### src/sv/lmsd_pkg.sv
package lmsd_pkg;

  localparam int ONE_HIGH_TICKS  = 140;
  localparam int ONE_LOW_TICKS   = 160;
  localparam int ZERO_HIGH_TICKS = 70;
  localparam int ZERO_LOW_TICKS  = 120;
  localparam int ROWS            = 8;
  localparam int COLUMNS         = 8;

  localparam int COLOUR_REGS = 5;
  localparam int COLOUR_W    = 24;
  localparam int TOP_BIT     = 23;
  localparam int CFG_IDX_W   = 8;
  localparam int REG_SEL_W   = $clog2(COLOUR_REGS);
  localparam int PIXELS      = ROWS * COLUMNS;

  typedef logic [COLOUR_W-1:0] colour_t;
  typedef colour_t [COLOUR_REGS-1:0] colour_bank_t;
  typedef logic [5:0] pixel_t;
  typedef logic [4:0] bit_idx_t;
  typedef logic [7:0] tick_t;
  typedef logic [2:0] coord_t;

  typedef struct packed {
    logic line_level;
    logic busy_res;
    logic frame_done;
  } result_t;

  function automatic colour_t colour_reset(input logic [REG_SEL_W-1:0] idx);
    colour_t val;
    case (idx)
      REG_SEL_W'(0): val = 24'h3F0000;
      REG_SEL_W'(1): val = 24'h003F00;
      REG_SEL_W'(2): val = 24'h253F00;
      REG_SEL_W'(3): val = 24'h00003F;
      REG_SEL_W'(4): val = 24'h0C3F00;
      default:       val = '0;
    endcase
    return val;
  endfunction

endpackage

### src/sv/lmsd_colour_regs.sv
module lmsd_colour_regs
  import lmsd_pkg::*;
(
  input  logic                 clk,
  input  logic                 rst,
  input  logic                 wr_en,
  input  logic [CFG_IDX_W-1:0] wr_index,
  input  logic [COLOUR_W-1:0]  wr_data,
  output colour_bank_t         colours
);

  always_ff @(posedge clk) begin
    if (rst) begin
      for (int i = 0; i < COLOUR_REGS; i++) begin
        colours[i] <= colour_reset(REG_SEL_W'(i));
      end
    end else if (wr_en && (wr_index < CFG_IDX_W'(COLOUR_REGS))) begin
      colours[wr_index[REG_SEL_W-1:0]] <= wr_data;
    end
  end

endmodule

### src/sv/lmsd_bit_engine.sv
module lmsd_bit_engine
  import lmsd_pkg::*;
(
  input  logic         clk,
  input  logic         rst,
  input  logic         accept,
  input  logic         start_req,
  input  logic [63:0]  frame,
  input  colour_bank_t colours,
  output result_t      result
);

  logic [63:0] frame_store, frame_store_next;
  pixel_t      pixel_index, pixel_index_next;
  bit_idx_t    bit_index, bit_index_next;
  logic        low_phase, low_phase_next;
  tick_t       tick_count, tick_count_next;
  logic        sending, sending_next;

  logic [63:0] fs;
  pixel_t      pi;
  pixel_t      pi_inc;
  bit_idx_t    bi;
  logic        lp;
  tick_t       tc;
  tick_t       tc_inc;
  tick_t       span;
  coord_t      row;
  coord_t      col;
  logic [5:0]  pos;
  logic        lit;
  logic [31:0] colour;
  logic        bitval;
  logic        active;

  always_comb begin
    active = sending || start_req;
    fs = sending ? frame_store : frame;
    pi = sending ? pixel_index : '0;
    bi = sending ? bit_index : bit_idx_t'(TOP_BIT);
    lp = sending ? low_phase : 1'b0;
    tc = sending ? tick_count : '0;

    row = coord_t'(pi / COLUMNS);
    col = coord_t'(COLUMNS - 1 - (pi % COLUMNS));
    pos = {row, col};
    lit = fs[pos];
    colour = '0;
    if (lit && (row < coord_t'(COLOUR_REGS))) begin
      colour = 32'(colours[row[REG_SEL_W-1:0]]);
    end
    bitval = colour[bi];

    if (lp) begin
      span = bitval ? tick_t'(ONE_LOW_TICKS) : tick_t'(ZERO_LOW_TICKS);
    end else begin
      span = bitval ? tick_t'(ONE_HIGH_TICKS) : tick_t'(ZERO_HIGH_TICKS);
    end

    tc_inc = tc + 8'd1;
    pi_inc = pi + 6'd1;

    frame_store_next = fs;
    pixel_index_next = pi;
    bit_index_next   = bi;
    low_phase_next   = lp;
    tick_count_next  = tc_inc;
    sending_next     = active;
    result.line_level = active && !lp;
    result.busy_res   = active;
    result.frame_done = 1'b0;

    if ((tc_inc >= span) || (tc_inc == '0)) begin
      tick_count_next = '0;
      if (!lp) begin
        low_phase_next = 1'b1;
      end else begin
        low_phase_next = 1'b0;
        if ((bi == '0) || (bi > bit_idx_t'(TOP_BIT))) begin
          bit_index_next   = bit_idx_t'(TOP_BIT);
          pixel_index_next = pi_inc;
          if ((pi_inc == '0) || (7'(pi_inc) >= 7'(PIXELS))) begin
            pixel_index_next  = '0;
            bit_index_next    = '0;
            sending_next      = 1'b0;
            result.frame_done = active;
          end
        end else begin
          bit_index_next = bi - 5'd1;
        end
      end
    end
  end

  always_ff @(posedge clk) begin
    if (rst) begin
      frame_store <= '0;
      pixel_index <= '0;
      bit_index   <= '0;
      low_phase   <= 1'b0;
      tick_count  <= '0;
      sending     <= 1'b0;
    end else if (accept && active) begin
      frame_store <= frame_store_next;
      pixel_index <= pixel_index_next;
      bit_index   <= bit_index_next;
      low_phase   <= low_phase_next;
      tick_count  <= tick_count_next;
      sending     <= sending_next;
    end
  end

endmodule

### src/sv/lmsd_out_reg.sv
module lmsd_out_reg
  import lmsd_pkg::*;
(
  input  logic    clk,
  input  logic    rst,
  input  logic    load,
  input  result_t load_data,
  input  logic    take,
  output logic    valid,
  output result_t data
);

  always_ff @(posedge clk) begin
    if (rst) begin
      valid <= 1'b0;
    end else if (load) begin
      valid <= 1'b1;
    end else if (take) begin
      valid <= 1'b0;
    end
  end

  always_ff @(posedge clk) begin
    if (load) begin
      data <= load_data;
    end
  end

endmodule

### src/sv/led_matrix_serial_driver_core.sv
// channel  | signals                       | payload
// s_axis   | tvalid tready tdata tuser     | tdata: frame, tuser: start_req
// m_axis   | tvalid tready tdata tlast     | tdata: line_level, busy_res; tlast: frame_done
// cfg      | valid ready index data        | colour register write, always ready
// one item in per cycle unless stalled; each gives one result, offered the cycle after
// the tick state and the result register update in the cycle an item is taken
// rst is synchronous: colours back to defaults, engine idle, result register empty
// a stalled result holds s_axis_tready low until it is taken
module led_matrix_serial_driver_core
  import lmsd_pkg::*;
(
  input  logic                 clk,
  input  logic                 rst,
  input  logic                 s_axis_tvalid,
  output logic                 s_axis_tready,
  input  logic [63:0]          s_axis_tdata,  // [63:0] frame
  input  logic                 s_axis_tuser,  // [0] start_req
  output logic                 m_axis_tvalid,
  input  logic                 m_axis_tready,
  output logic [7:0]           m_axis_tdata,  // [0] line_level, [1] busy_res, [7:2] zero
  output logic                 m_axis_tlast,  // frame_done
  input  logic                 cfg_valid,
  output logic                 cfg_ready,
  input  logic [CFG_IDX_W-1:0] cfg_index,
  input  logic [COLOUR_W-1:0]  cfg_data
);

  colour_bank_t colours;
  result_t      result;
  result_t      out_data;
  logic         in_accept;

  assign cfg_ready     = 1'b1;
  assign s_axis_tready = !m_axis_tvalid || m_axis_tready;
  assign in_accept     = s_axis_tvalid && s_axis_tready;

  lmsd_colour_regs u_colour_regs (
    .clk      (clk),
    .rst      (rst),
    .wr_en    (cfg_valid && cfg_ready),
    .wr_index (cfg_index),
    .wr_data  (cfg_data),
    .colours  (colours)
  );

  lmsd_bit_engine u_bit_engine (
    .clk       (clk),
    .rst       (rst),
    .accept    (in_accept),
    .start_req (s_axis_tuser),
    .frame     (s_axis_tdata),
    .colours   (colours),
    .result    (result)
  );

  lmsd_out_reg u_out_reg (
    .clk       (clk),
    .rst       (rst),
    .load      (in_accept),
    .load_data (result),
    .take      (m_axis_tready),
    .valid     (m_axis_tvalid),
    .data      (out_data)
  );

  assign m_axis_tdata = {6'b0, out_data.busy_res, out_data.line_level};
  assign m_axis_tlast = out_data.frame_done;

`ifndef ASSERT_OFF
  a_done_while_busy: assert property (@(posedge clk) disable iff (rst)
    (m_axis_tvalid && m_axis_tlast) |-> m_axis_tdata[1])
    else $error("frame_done without busy");

  a_idle_pin_low: assert property (@(posedge clk) disable iff (rst)
    (m_axis_tvalid && !m_axis_tdata[1]) |-> (!m_axis_tdata[0] && !m_axis_tlast))
    else $error("data line driven while idle");

  a_no_overrun: assert property (@(posedge clk) disable iff (rst)
    (m_axis_tvalid && !m_axis_tready) |-> !in_accept)
    else $error("item taken over a stalled result");
`endif

endmodule

### config.mk
export PLATFORM = sky130hd
export DESIGN_NAME = led_matrix_serial_driver_core
export DESIGN_NICKNAME = d
export VERILOG_FILES = /design/src/sv/lmsd_pkg.sv /design/src/sv/lmsd_colour_regs.sv /design/src/sv/lmsd_bit_engine.sv /design/src/sv/lmsd_out_reg.sv /design/src/sv/led_matrix_serial_driver_core.sv
export SDC_FILE = /design/constraint.sdc
export NUM_CORES = 1
export LEC_CHECK = 0
export BUFFER_PORTS_ARGS = -buffer_cell sky130_fd_sc_hd__buf_4
export CORE_MARGIN = 2
export CORE_UTILIZATION = 55
export CTS_CLUSTER_DIAMETER = 100
export DETAILED_ROUTE_END_ITERATION = 12
export GPL_TIMING_DRIVEN = 0
export PLACE_DENSITY = 0.75
export SLEW_MARGIN = 20
export SYNTH_ARGS = -nofsm -noshare
export SYNTH_HDL_FRONTEND = slang
export SYNTH_SLANG_ARGS = --single-unit
### constraint.sdc
create_clock -name clk -period 11.79 [get_ports clk]
set_input_delay 2.358 -clock clk [delete_from_list [all_inputs] [get_ports clk]]
set_output_delay 2.358 -clock clk [all_outputs]
set_load 0.05 [all_outputs]
==> impl_metrics.json <==
{
  "drtIter0Drc": 1108,
  "max_freq_mhz": 186,
  "path_clk_slew_ps": 70,
  "core_um2": 15900,
  "ys_seq_area_share_pct": 41.8,
  "antenna_found_initial": 0,
  "stdcell_area_um2": 10400,
  "nFillCells": 1468,
  "cap_violations": 0,
  "async_flop_share_pct": 0,
  "hpwl_um": 20300,
  "timing.rr.end": "u_bit_engine.bit_index[2]",
  "finalNetCount": 1384,
  "clock_tree.htree_level_count": 4,
  "drv_slew": 0,
  "start_kind": "flop",
  "worstPathArrival_ps": 5650,
  "synth-edff-count": 3,
  "io_buffers": 81,
  "start_util_pct": 56.2,
  "synth-seq-cells": 185,
  "post-route-drc-count": 0,
  "placed_cell_area_um2": 9820,
  "path_cells": "buf_1 > nand2_1 > a211oi_1 > nor4_1 > a211oi_1 > a222oi_1 > a211oi_1 > a311o_1 > ha_1 > inv_1 > ha_1 > a21o_1 > a21oi_1 > o21ai_0 > nor3_4 > nor3_1 > a221oi_1",
  "crit_top_cell": "a211oi_1",
  "cts.sinks": 185,
  "final_antenna_net_count": 0,
  "worst-setup-path-type": "flop to flop",
  "synth_flop_cell": "dfxtp_1",
  "r2r_slack_ps": 6410,
  "gp_congestion": 0.971,
  "r2r_start": "u_bit_engine.pixel_index[4]",
  "ios": 114,
  "cp_slowest_cell": "buf_1",
  "numCtsBuffers": 17,
  "p_leak_nw": 3.89,
  "period_needed_ps": 5380,
  "grt_use_total_pct": 33.0,
  "fin_skew_ps": 7.89,
  "slowest_delay_ps": 660,
  "clock_path_buffers": 2,
  "r2r_cells": 17,
  "cts_hold_buf": 0,
  "cts-root-buf": "clkbuf_16",
  "netlist_instances": 1163,
  "max_slew_margin_pct": 21.3,
  "tightest_slew_ps": 1170,
  "post_cts_buffers": 0,
  "status": "completed",
  "grt_pass1_wl_um": 44700,
  "diodes": 0,
  "final.setup.tns_ps": 0,
  "cp.required_ps": 12060,
  "min_to": "u_bit_engine.frame_store[1]",
  "peakVddDrop_mv": 0.123,
  "row_count": 46,
  "ys_warn_count": 0,
  "grt_max_degree": 17,
  "wirelength_um": 28800,
  "via_per_inst": 6.07,
  "post_drt_wl_per_cell_um": 19.2,
  "yosysUniqueCellTypes": 69,
  "setup_viol": 0,
  "layout-drive-gt1-share_pct": 13.8,
  "end_kind": "flop",
  "floorplan.die_area_um2": 17300,
  "cts_tree": "built",
  "syn_avg_cell_area_um2": 7.68,
  "first_global_vias": 8244,
  "rsz0062_at_grt": "no",
  "synth_area_um2": 8930,
  "powerDensity_nw_per_um2": 129,
  "die_h_um": 131,
  "ctsResizeCount": 0,
  "final.period_utilization_pct": 45.6,
  "syn_to_final_growth_pct": 16.4,
  "clock_latency_ps": 440,
  "grt_overflow": 0,
  "vias": 9080,
  "path_max_fanout": 10,
  "finalHoldViolations": 0,
  "min_path_cells": 2,
  "fin_util_pct": 65.4,
  "holdCritStartpoint": "u_bit_engine.frame_store[1]",
  "die_w_um": 131,
  "drt-pass1-iter-count": 6,
  "holdCritPathClass": "flop to flop"
}
[critical path, delay by kind of cell, from the launching register on]
kind / cells / cell delay (ps)
buf+inv: 2 / 700
fa+ha+maj: 2 / 460
simple gates: 4 / 1260
compound gates: 9 / 2320
flops: 1 / 460
[flip-flops by register name, summed over array words and instances (netlist names)]
| name | count |
|---|---|
| u_bit_engine.pixel_index | 6 |
| u_bit_engine.sending | 1 |
| u_out_reg.data | 3 |
| u_colour_regs.colours | 120 |
| u_bit_engine.low_phase | 1 |
| u_out_reg.valid | 1 |
| u_bit_engine.frame_store | 40 |
| u_bit_engine.bit_index | 5 |
| u_bit_engine.tick_count | 8 |
[through the flow]
step	hold slack (ps)	setup WS (ps)	total power, mW	std cells
floorplan	432	6640	0.724	1168
global placement	438	6490	0.777	1465
detailed placement	444	6400	0.778	1465
CTS	454	6600	1.33	1496
global route	468	6260	1.37	1496
finish	454	6410	1.34	1496
[how the worst max path moves through the flow]
stage / end / slack (ps) / start / depth (start not counted)
2_1_floorplan: s_axis_tready / 6640 / m_axis_tready / 1
3_5_place_dp: u_bit_engine.bit_index[2] / 6400 / s_axis_tdata[37] / 13
3_3_place_gp: u_bit_engine.bit_index[2] / 6490 / s_axis_tdata[37] / 13
6_report: u_bit_engine.bit_index[2] / 6410 / u_bit_engine.pixel_index[4] / 17
4_1_cts: s_axis_tready / 6600 / m_axis_tready / 3
5_1_grt: u_bit_engine.bit_index[2] / 6260 / u_bit_engine.pixel_index[4] / 17
[cells by family (layout without fill, tap and decap cells)]
family	count (synthesis)	count (layout)	share of synthesized area, %
simple gates	522	522	24.7
compound gates	265	265	18.0
flops	185	185	41.8
buf+inv	120	232	5.66
mux	47	47	6.98
fa+ha+maj	14	14	1.96
xor+xnor	8	8	0.785
other cells	2	7	0.0841
[power by group]
part | internal [mW] | switching, mW
clock network | 0.305 | 0.263
registers | 0.637 | 0.00678
logic | 0.0446 | 0.0798
total | 0.986 | 0.350
[layout make-up]
| cell class | count | area, um2 | area share (%) |
|---|---|---|---|
| Buffer | 100 | 430 | 4.14 |
| Clock buffer | 19 | 453 | 4.36 |
| Clock inverter | 12 | 116 | 1.12 |
| Inverter | 20 | 75.1 | 0.722 |
| Multi-Input combinational cell | 863 | 4710 | 45.3 |
| Sequential cell | 185 | 3730 | 35.9 |
| Tap cell | 216 | 270 | 2.60 |
| Timing Repair Buffer | 81 | 608 | 5.85 |
[routing by layer]
layer / share of wire [%] / up-vias / global-route usage [%]
met3: 11 / 126 / 7.79
met1: 41 / 4195 / 45.4
met2: 44 / 566 / 49.7
li1: - / 4193 / -
met4: 3.9 / 0 / 14.3
met5: 0 / - / 0
[placed cells by master, fill, tap and decap left out, types with 4 or more instances in the layout]
| cell | instances |
|---|---|
| nand2_1 | 373 |
| dfxtp_1 | 182 |
| a21oi_1 | 158 |
| buf_4 | 88 |
| clkbuf_1 | 69 |
| nand3_1 | 56 |
| nor2_1 | 32 |
| mux2i_1 | 24 |
| o21ai_0 | 23 |
| a211oi_1 | 20 |
| buf_2 | 17 |
| clkbuf_16 | 17 |
| inv_1 | 16 |
| and3_1 | 15 |
| ha_1 | 14 |
| mux2_2 | 12 |
| mux4_2 | 11 |
| o211ai_1 | 11 |
| a221oi_1 | 9 |
| and2_1 | 8 |
| nor3_1 | 8 |
| conb_1 | 7 |
| buf_1 | 6 |
| or2_2 | 5 |
| xnor2_1 | 5 |
| nand2b_1 | 4 |
| o221ai_1 | 4 |
| nor4_1 | 4 |
[Yosys cell counts (all sizes together), types with 11 or more instances]
master,n,area [um2]
a21oi,159,800
dfxtp,182,3640
a211oi,20,150
inv,19,71.3
nand2,374,1410
o211ai,11,82.6
ha,14,175
buf,31,171
nand3,56,280
clkbuf,69,259
nor2,32,120
mux2i,24,240
o21ai,23,115
and3,15,93.8
mux2,12,135
mux4,11,248
No activity file was read; power rests on OpenSTA's default activity.
